`config.mk`:
```
export PLATFORM = sky130hd
export DESIGN_NAME = force_angle_pi_current_control
export DESIGN_NICKNAME = d
export VERILOG_FILES = /design/src/fapcc_pkg.sv /design/src/force_angle_pi_current_control.sv
export SDC_FILE = /design/constraint.sdc
export NUM_CORES = 2
export LEC_CHECK = 0
export BUFFER_PORTS_ARGS = -buffer_cell sky130_fd_sc_hd__buf_2
export CAP_MARGIN = 20
export CELL_PAD_IN_SITES_DETAIL_PLACEMENT = 0
export CELL_PAD_IN_SITES_GLOBAL_PLACEMENT = 2
export CORE_MARGIN = 2
export CORE_UTILIZATION = 33
export DETAILED_ROUTE_END_ITERATION = 10
export GPL_TIMING_DRIVEN = 0
export PLACE_DENSITY_LB_ADDON = 0.15
export SYNTH_ARGS = -nofsm -noshare
export SYNTH_HDL_FRONTEND = slang
export SYNTH_SLANG_ARGS = --single-unit
```
`constraint.sdc`:
```
create_clock -name clk -period 10.4 [get_ports clk]
set_input_delay 1.56 -clock clk [delete_from_list [all_inputs] [get_ports clk]]
set_output_delay 1.56 -clock clk [all_outputs]
set_load 0.01 [all_outputs]
```
`src/fapcc_pkg.sv`:
```
// fapcc_pkg: shared types and constants of the force/angle PI current controller.
// No dependencies; imported by force_angle_pi_current_control.
package fapcc_pkg;

    localparam int FRAC_BITS_DEF      = 8;
    localparam int INTEGRAL_WIDTH_DEF = 48;
    localparam int LOAD_AVG_WIDTH     = 40;
    localparam int LOAD_RESET         = -391500;

    localparam int IN_WIDTH  = 56;
    localparam int OUT_WIDTH = 96;
    localparam int CFG_WIDTH = 24;

    localparam logic [15:0] PROP_GAIN_RST  = 16'd1024;
    localparam logic [15:0] INT_GAIN_RST   = 16'd128;
    localparam logic [15:0] ALPHA_RST      = 16'd6554;
    localparam logic [15:0] PWM_TOP_RST    = 16'd6250;
    localparam logic [15:0] DEAD_BAND_RST  = 16'd30;

    localparam logic [5:0] FORCE_DIV = 6'd25;
    localparam logic [5:0] CUR_DIV   = 6'd3;

    localparam logic signed [15:0] ANGLE_FAR  = 16'sd1440;
    localparam logic signed [15:0] ANGLE_NEAR = 16'sd320;
    localparam logic [24:0] FORCE_LO = 25'd1500;
    localparam logic [24:0] FORCE_HI = 25'd5500;
    localparam int          FAR_CURRENT = 1000;

    typedef enum logic [2:0] {
        REG_PROP_GAIN = 3'd0,
        REG_INT_GAIN  = 3'd1,
        REG_OFFSET    = 3'd2,
        REG_ALPHA     = 3'd3,
        REG_PWM_TOP   = 3'd4,
        REG_DEAD_BAND = 3'd5
    } fapcc_reg_t;

    typedef enum logic [3:0] {
        ST_IDLE,
        ST_DIFF,
        ST_MULA,
        ST_AVG,
        ST_NET,
        ST_TGT,
        ST_DIV,
        ST_ERR,
        ST_INT,
        ST_MULC,
        ST_DONE
    } fapcc_state_t;

endpackage

```
`src/force_angle_pi_current_control.sv`:
```
// force_angle_pi_current_control: load smoothing, current target selection, PI loop, H-bridge.
// Depends on fapcc_pkg.
//
// Usage:
//   Input stream s_axis_*: one request per control tick carrying load_sample, shaft_angle
//   and current_raw. Output stream m_axis_*: one request per input with both bridge
//   levels, the current target, the net force and the drive value.
//   cfg_we/cfg_index/cfg_wdata write the gain, offset, smoothing, PWM and dead band
//   registers; write only while no request is in flight.
//   The engine steps through a bit-serial shift-add multiply by the average weight,
//   then two restoring dividers by 25 and by 3 that run side by side, then one
//   bit-serial shift-add multiply that applies both PI gains together. One request
//   is worked at a time, so no new request is taken before the last one is done.
//   s_axis_tready is high only when the engine is idle.
//   A finished result waits in the output register while m_axis_tready is low; the
//   engine holds in its last step until the register frees, so nothing is lost.
//   Reset restores default registers, the load average and a cleared integrator.
module force_angle_pi_current_control #(
    parameter int FRAC_BITS      = fapcc_pkg::FRAC_BITS_DEF,
    parameter int INTEGRAL_WIDTH = fapcc_pkg::INTEGRAL_WIDTH_DEF
) (
    input  logic                             clk,
    input  logic                             rst_n,
    input  logic                             s_axis_tvalid,
    output logic                             s_axis_tready,
    // load_sample[23:0], shaft_angle[39:24], current_raw[55:40]
    input  logic [fapcc_pkg::IN_WIDTH-1:0]   s_axis_tdata,
    output logic                             m_axis_tvalid,
    input  logic                             m_axis_tready,
    // level_a[15:0], level_b[31:16], target_current[47:32], net_force[72:48],
    // drive_value[89:73], zero[95:90]
    output logic [fapcc_pkg::OUT_WIDTH-1:0]  m_axis_tdata,
    input  logic                             cfg_we,
    input  logic [2:0]                       cfg_index,
    input  logic [fapcc_pkg::CFG_WIDTH-1:0]  cfg_wdata
);
    import fapcc_pkg::*;

    localparam int AW  = LOAD_AVG_WIDTH;
    localparam int DFW = AW + 1;
    localparam int NTW = AW + 2;
    localparam int TW  = FRAC_BITS + 14;
    localparam int EW  = FRAC_BITS + 17;
    localparam int DW  = FRAC_BITS + 16;
    localparam int IW  = INTEGRAL_WIDTH;
    localparam int CW  = (IW + 18 > DFW + 17) ? IW + 18 : DFW + 17;
    localparam int DCW = $clog2(DW + 1);
    localparam int SH  = FRAC_BITS + 8;

    fapcc_state_t state_reg, state_next;

    logic [15:0]             prop_gain_reg, int_gain_reg, alpha_reg, pwm_top_reg, dead_band_reg;
    logic signed [23:0]      offset_reg;
    logic signed [AW-1:0]    load_avg_reg;
    logic signed [IW-1:0]    integ_reg;

    logic signed [23:0]      sample_reg;
    logic signed [15:0]      angle_reg, raw_reg;
    logic signed [24:0]      net_reg;
    logic                    win_reg;
    logic signed [CW-1:0]    acc_reg, mca_reg, mcb_reg;
    logic [15:0]             gx_reg, gy_reg;
    logic [3:0]              cnt_reg;
    logic [DCW-1:0]          dcnt_reg;
    logic [DW-1:0]           fn_reg, cn_reg;
    logic [5:0]              frem_reg, crem_reg;
    logic signed [TW-1:0]    target_reg;
    logic signed [EW-1:0]    err_reg;
    logic                    out_valid_reg;
    logic [OUT_WIDTH-1:0]    out_data_reg;

    logic signed [DFW-1:0]   diff_c;
    logic signed [CW-1:0]    addend_c;
    logic signed [NTW-1:0]   nt_c, nq_c;
    logic [24:0]             net_mag_c;
    logic [15:0]             raw_mag_c;
    logic [5:0]              fr2_c, cr2_c;
    logic                    fbit_c, cbit_c;
    logic signed [TW-1:0]    force_t_c, angle_t_c, target_c;
    logic signed [EW-1:0]    cur_c;
    logic signed [IW:0]      isum_c;
    logic signed [IW-1:0]    integ_new_c;
    logic signed [CW-1:0]    dq_c, top_c;
    logic signed [16:0]      drive_c, clamp_c, db_c;
    logic [15:0]             la_c, lb_c;
    logic signed [TW-1:0]    tq_c;
    logic                    out_free_c;

    assign s_axis_tready = (state_reg == ST_IDLE);
    assign m_axis_tvalid = out_valid_reg;
    assign m_axis_tdata  = out_data_reg;
    assign out_free_c    = !out_valid_reg || m_axis_tready;

    always_comb
    begin
        diff_c   = (DFW'(sample_reg) <<< FRAC_BITS) - DFW'(load_avg_reg);
        addend_c = (gx_reg[0] ? mca_reg : '0) + (gy_reg[0] ? mcb_reg : '0);

        nt_c = NTW'(load_avg_reg) - (NTW'(offset_reg) <<< FRAC_BITS);
        nq_c = nt_c >>> FRAC_BITS;
        if (nt_c[NTW-1] && (nt_c[FRAC_BITS-1:0] != '0))
        begin
            nq_c = nq_c + NTW'(1);
        end

        net_mag_c = net_reg[24] ? 25'(-net_reg) : 25'(net_reg);
        raw_mag_c = raw_reg[15] ? 16'(-raw_reg) : 16'(raw_reg);

        fr2_c  = {frem_reg[4:0], fn_reg[DW-1]};
        fbit_c = (fr2_c >= FORCE_DIV);
        cr2_c  = {crem_reg[4:0], cn_reg[DW-1]};
        cbit_c = (cr2_c >= CUR_DIV);

        force_t_c = net_reg[24] ? TW'(fn_reg) : -TW'(fn_reg);
        cur_c     = raw_reg[15] ? -EW'(cn_reg) : EW'(cn_reg);
        angle_t_c = -(TW'(angle_reg) <<< (FRAC_BITS - 3));
        if (angle_reg > ANGLE_FAR)
        begin
            target_c = -(TW'(FAR_CURRENT) <<< FRAC_BITS);
        end
        else if (angle_reg < -ANGLE_FAR)
        begin
            target_c = TW'(FAR_CURRENT) <<< FRAC_BITS;
        end
        else if (angle_reg > -ANGLE_NEAR && angle_reg < ANGLE_NEAR)
        begin
            target_c = win_reg ? force_t_c : '0;
        end
        else
        begin
            target_c = angle_t_c;
        end

        isum_c = (IW + 1)'(integ_reg) + (IW + 1)'(err_reg);
        if (isum_c[IW] != isum_c[IW-1])
        begin
            integ_new_c = isum_c[IW] ? {1'b1, {(IW - 1){1'b0}}} : {1'b0, {(IW - 1){1'b1}}};
        end
        else
        begin
            integ_new_c = isum_c[IW-1:0];
        end

        dq_c = acc_reg >>> SH;
        if (acc_reg[CW-1] && (acc_reg[SH-1:0] != '0))
        begin
            dq_c = dq_c + CW'(1);
        end
        top_c = CW'({1'b0, pwm_top_reg});
        if (dq_c > top_c)
        begin
            clamp_c = 17'({1'b0, pwm_top_reg});
        end
        else if (dq_c < -top_c)
        begin
            clamp_c = -17'({1'b0, pwm_top_reg});
        end
        else
        begin
            clamp_c = 17'(dq_c);
        end
        db_c = 17'({1'b0, dead_band_reg});
        drive_c = (clamp_c > -db_c && clamp_c < db_c) ? '0 : clamp_c;
        if (drive_c[16])
        begin
            la_c = pwm_top_reg + drive_c[15:0];
            lb_c = pwm_top_reg;
        end
        else
        begin
            la_c = pwm_top_reg;
            lb_c = pwm_top_reg - drive_c[15:0];
        end

        tq_c = target_reg >>> FRAC_BITS;
        if (target_reg[TW-1] && (target_reg[FRAC_BITS-1:0] != '0))
        begin
            tq_c = tq_c + TW'(1);
        end
    end

    always_comb
    begin
        state_next = state_reg;
        case (state_reg)
            ST_IDLE: if (s_axis_tvalid) state_next = ST_DIFF;
            ST_DIFF: state_next = ST_MULA;
            ST_MULA: if (cnt_reg == 4'hF) state_next = ST_AVG;
            ST_AVG:  state_next = ST_NET;
            ST_NET:  state_next = ST_TGT;
            ST_TGT:  state_next = ST_DIV;
            ST_DIV:  if (dcnt_reg == DCW'(DW - 1)) state_next = ST_ERR;
            ST_ERR:  state_next = ST_INT;
            ST_INT:  state_next = ST_MULC;
            ST_MULC: if (cnt_reg == 4'hF) state_next = ST_DONE;
            ST_DONE: if (out_free_c) state_next = ST_IDLE;
            default: state_next = ST_IDLE;
        endcase
    end

    always_ff @(posedge clk or negedge rst_n)
    begin
        if (!rst_n)
        begin
            state_reg     <= ST_IDLE;
            prop_gain_reg <= PROP_GAIN_RST;
            int_gain_reg  <= INT_GAIN_RST;
            offset_reg    <= '0;
            alpha_reg     <= ALPHA_RST;
            pwm_top_reg   <= PWM_TOP_RST;
            dead_band_reg <= DEAD_BAND_RST;
            load_avg_reg  <= AW'(LOAD_RESET) <<< FRAC_BITS;
            integ_reg     <= '0;
            out_valid_reg <= 1'b0;
        end
        else
        begin
            state_reg <= state_next;
            if (cfg_we)
            begin
                case (cfg_index)
                    REG_PROP_GAIN: prop_gain_reg <= cfg_wdata[15:0];
                    REG_INT_GAIN:  int_gain_reg  <= cfg_wdata[15:0];
                    REG_OFFSET:    offset_reg    <= cfg_wdata;
                    REG_ALPHA:     alpha_reg     <= cfg_wdata[15:0];
                    REG_PWM_TOP:   pwm_top_reg   <= cfg_wdata[15:0];
                    REG_DEAD_BAND: dead_band_reg <= cfg_wdata[15:0];
                    default: ;
                endcase
            end
            if (state_reg == ST_AVG)
            begin
                load_avg_reg <= load_avg_reg + AW'(acc_reg >>> 16);
            end
            if (state_reg == ST_INT)
            begin
                integ_reg <= integ_new_c;
            end
            if (state_reg == ST_DONE && out_free_c)
            begin
                out_valid_reg <= 1'b1;
            end
            else if (m_axis_tready)
            begin
                out_valid_reg <= 1'b0;
            end
        end
    end

    always_ff @(posedge clk)
    begin
        case (state_reg)
            ST_IDLE:
            begin
                sample_reg <= s_axis_tdata[23:0];
                angle_reg  <= s_axis_tdata[39:24];
                raw_reg    <= s_axis_tdata[55:40];
            end
            ST_DIFF:
            begin
                mca_reg <= CW'(diff_c);
                mcb_reg <= '0;
                gx_reg  <= alpha_reg;
                gy_reg  <= '0;
                acc_reg <= '0;
                cnt_reg <= '0;
            end
            ST_MULA, ST_MULC:
            begin
                acc_reg <= acc_reg + addend_c;
                mca_reg <= mca_reg <<< 1;
                mcb_reg <= mcb_reg <<< 1;
                gx_reg  <= gx_reg >> 1;
                gy_reg  <= gy_reg >> 1;
                cnt_reg <= cnt_reg + 4'd1;
            end
            ST_NET:
            begin
                net_reg <= 25'(nq_c);
            end
            ST_TGT:
            begin
                win_reg  <= (net_mag_c > FORCE_LO) && (net_mag_c < FORCE_HI);
                fn_reg   <= DW'(net_mag_c[12:0]) << (FRAC_BITS + 1);
                cn_reg   <= DW'(raw_mag_c) << FRAC_BITS;
                frem_reg <= '0;
                crem_reg <= '0;
                dcnt_reg <= '0;
            end
            ST_DIV:
            begin
                frem_reg <= fbit_c ? fr2_c - FORCE_DIV : fr2_c;
                crem_reg <= cbit_c ? cr2_c - CUR_DIV : cr2_c;
                fn_reg   <= {fn_reg[DW-2:0], fbit_c};
                cn_reg   <= {cn_reg[DW-2:0], cbit_c};
                dcnt_reg <= dcnt_reg + DCW'(1);
            end
            ST_ERR:
            begin
                target_reg <= target_c;
                err_reg    <= EW'(target_c) - cur_c;
            end
            ST_INT:
            begin
                mca_reg <= CW'(err_reg);
                mcb_reg <= CW'(integ_new_c);
                gx_reg  <= prop_gain_reg;
                gy_reg  <= int_gain_reg;
                acc_reg <= '0;
                cnt_reg <= '0;
            end
            ST_DONE:
            begin
                if (out_free_c)
                begin
                    out_data_reg <= {6'd0, drive_c, net_reg, 16'(tq_c), lb_c, la_c};
                end
            end
            default: ;
        endcase
    end

`ifndef SYNTHESIS
    a_accept_starts: assert property (@(posedge clk) disable iff (!rst_n)
        (s_axis_tvalid && s_axis_tready) |=> (state_reg == ST_DIFF && !s_axis_tready))
        else $error("accepted request did not start the engine");

    a_done_emits: assert property (@(posedge clk) disable iff (!rst_n)
        (state_reg == ST_DONE && out_free_c) |=> (m_axis_tvalid && state_reg == ST_IDLE))
        else $error("finished request not presented");

    a_level_top: assert property (@(posedge clk) disable iff (!rst_n)
        m_axis_tvalid |-> (m_axis_tdata[15:0] == pwm_top_reg || m_axis_tdata[31:16] == pwm_top_reg))
        else $error("neither bridge level at full scale");
`endif

endmodule

```
==> results.json <==
{
  "ys_ff_latch": 712,
  "tightestPinTransition_ps": 1230,
  "crit_path_start_kind": "flip-flop",
  "finalSetupViolCount": 4,
  "mostFrequentLayoutCell": "edfxtp_1",
  "min-delay-start": "integ_reg[14]$_DFFE_PN0P_",
  "rows": 141,
  "num_vias": 39267,
  "hp-class": "reg2reg",
  "critPathRequiredTime_ps": 10900,
  "io_buffers": 178,
  "cp_slowest_cell": "or4_4",
  "syn_inst": 4933,
  "yosysUniqueCellTypes": 86,
  "syn_avg_cell_area_um2": 9.98,
  "die_w_um": 390,
  "drive_gt1_share_pct": 16.0,
  "ant_nets": 0,
  "fill_cells": 14853,
  "reg2reg_depth": 50,
  "dp.cells": 7079,
  "hold_viol": 0,
  "timing.final.crit_period_ps": 10560,
  "min_to": "integ_reg[14]$_DFFE_PN0P_",
  "overflow": 0,
  "status": "finished, violations left",
  "final_cell_mix": "edfxtp_1 (515), nand2_1 (396), ha_1 (382)",
  "maxSlewViolCount": 0,
  "track_usage_pct": 22.1,
  "fin_util_pct": 39.7,
  "crit_type": "reg2reg",
  "ctsHoldBuffers": 0,
  "max_cap_violations": 0,
  "violations": "setup timing",
  "ys_warn_count": 0,
  "grt_pass1_vias": 39072,
  "largest_reg_flops": 89,
  "antenna_found_initial": 7,
  "synth_edf_count": 515,
  "syn_to_final_growth_pct": 19.4,
  "ys_async_sr_fraction_pct": 27.7,
  "reg2reg_slack_ps": -160,
  "critPathCaptureType": "flip-flop",
  "syn_area_um2": 49200,
  "core_area_um2": 148000,
  "insertion_delay_ps": 710,
  "diodes": 0,
  "cts_root_buf": "clkbuf_16",
  "finalCritPeriodShare_pct": 102,
  "min_path_cells": 1,
  "dp_hpwl_mm": 131,
  "fin_cells": 7445,
  "r2r_end": "m_axis_tdata[31]$_DFFE_PP_",
  "globalplace.congestion": 0.870,
  "die_area_um2": 152000,
  "seq_area_frac_synth_pct": 41.5,
  "grt_pass1_wl_mm": 253,
  "drt_first_pass_iters": 5,
  "cts_buffer_depth": 3,
  "h-tree-depth": 3,
  "wl_per_cell_um": 22.9,
  "cts_tree": "done",
  "final_nets": 5992,
  "io_pins": 186,
  "rr_startpoint": "pwm_top_reg[0]$_DFFE_PN0P_",
  "drt_iter0_markers": 2555,
  "setup_ws_ps": -159,
  "drc": 0,
  "die_y_um": 390,
  "synth_top_flop_cell": "edfxtp_1",
  "clkTransAtPathRegs_ps": 60,
  "totalWireLength_mm": 170,
  "via_per_inst": 5.27,
  "relSlewSlack_pct": 16.9,
  "cts_sinks": 712,
  "numCtsBuffers": 91,
  "cp_slowest_stage_delay_ps": 540,
  "crit_top_cell": "a21oi_2",
  "crit_fanout": 8,
  "grt_max_degree": 106,
  "maxClockFrequency_mhz": 94.7,
  "worst_clock_skew_ps": 29.7,
  "rsz0062_at_grt": "true",
  "cp.arrival_ps": 11060,
  "initial_core_util_pct": 33.3
}
cell type report:
class	instances	area [um2]	share of cell area, %
multi-input cells	3803	28200	47.9
flip-flops and latches	712	20400	34.8
repair buffers	411	3050	5.19
clock buffers	111	2450	4.17
well taps	1930	2410	4.11
inverters	243	922	1.57
plain buffers	177	787	1.34
clock inverters	58	556	0.945
worst max-delay path by stage:
stage / start / end / slack, ps / cells after the start
finish: pwm_top_reg[0]$_DFFE_PN0P_ / m_axis_tdata[31]$_DFFE_PP_ / -160 / 50
global placement: state_reg[1]$_DFFE_PN0P_ / mca_reg[60]$_DFFE_PP_ / -4570 / 4
global route: pwm_top_reg[0]$_DFFE_PN0P_ / m_axis_tdata[31]$_DFFE_PP_ / -590 / 52
floorplan: pwm_top_reg[1]$_DFFE_PN1P_ / m_axis_tdata[31]$_DFFE_PP_ / 20 / 53
CTS: pwm_top_reg[0]$_DFFE_PN0P_ / m_axis_tdata[31]$_DFFE_PP_ / -410 / 52
detailed placement: acc_reg[3]$_SDFFCE_PP0P_ / m_axis_tdata[31]$_DFFE_PP_ / -3700 / 44
synth_stat cells, types with 18 or more instances:
cell,count,area share [%]
o31ai_1,51,0.78
o21ai_0,329,3.3
nand2b_1,65,0.83
fa_1,72,2.9
or3_1,44,0.56
o21a_1,49,0.75
edfxtp_1,515,31
dfrtp_1,158,8.0
nor3_1,101,1.0
clkbuf_1,161,1.2
or4_1,18,0.27
nor4_1,50,0.64
xor2_1,196,3.5
or2_2,31,0.39
nor2_1,355,2.7
xnor2_1,231,4.1
nor2b_1,54,0.69
a31oi_1,35,0.44
o211ai_1,21,0.32
and3_1,41,0.52
mux2_2,75,1.7
a21o_1,243,3.7
nand2_1,402,3.1
dfstp_2,39,2.1
mux2i_1,24,0.49
a211oi_1,20,0.30
ha_1,393,10
inv_1,243,1.9
o21bai_1,28,0.43
and2_1,164,2.1
nand4_1,59,0.75
nand3_1,72,0.73
a22oi_1,36,0.55
a21oi_1,280,2.8
repair_timing:
action,4_1_cts,5_1_grt
setup endpoints to repair,34,18
buffers inserted,141,64
pin swaps,76,58
gates resized for setup,172,64
gates cloned,2,1
metrics by stage:
| step | worst slack [ps] | setup TNS [ps] | hold slack [ps] | cell area (um2) |
|---|---|---|---|---|
| global route | -592 | -4040 | 500 | 58800 |
| finish | -159 | -344 | 482 | 58800 |
| global placement | -4570 | -831010 | 466 | 52600 |
| floorplan | 22.0 | 0 | 424 | 49300 |
| CTS | -405 | -1510 | 488 | 58100 |
| detailed placement | -3700 | -54360 | 473 | 53200 |
worst max-delay path: cells and delay by family (launching register included):
family                     cells  cell delay (ps)
and+or+nand+nor               18             4150
DFF                            1              430
buffers and inverters          6             1050
adders and majority gates      4              840
AOI/OAI and AO/OA             22             3870
layer usage:
metal	wire length [um]	share of wire, %	GRT usage, %
met1	76600	45	29.4
met2	83000	49	38.1
met3	5840	3.4	2.50
met4	4810	2.8	5.64
met5	13	0.0076	0
cell families after synthesis:
family,count (synthesis),synth area share (%)
buffers and inverters,424,3.31
DFF,712,41.5
muxes,101,2.25
other,1,0.00762
adders and majority gates,469,13.0
and+or+nand+nor,1515,15.3
AOI/OAI and AO/OA,1284,17.0
xor gates and xnor gates,427,7.60
Power is not shown: default switching activity piles up to over one toggle a cycle in this logic, so the estimate is an artifact.
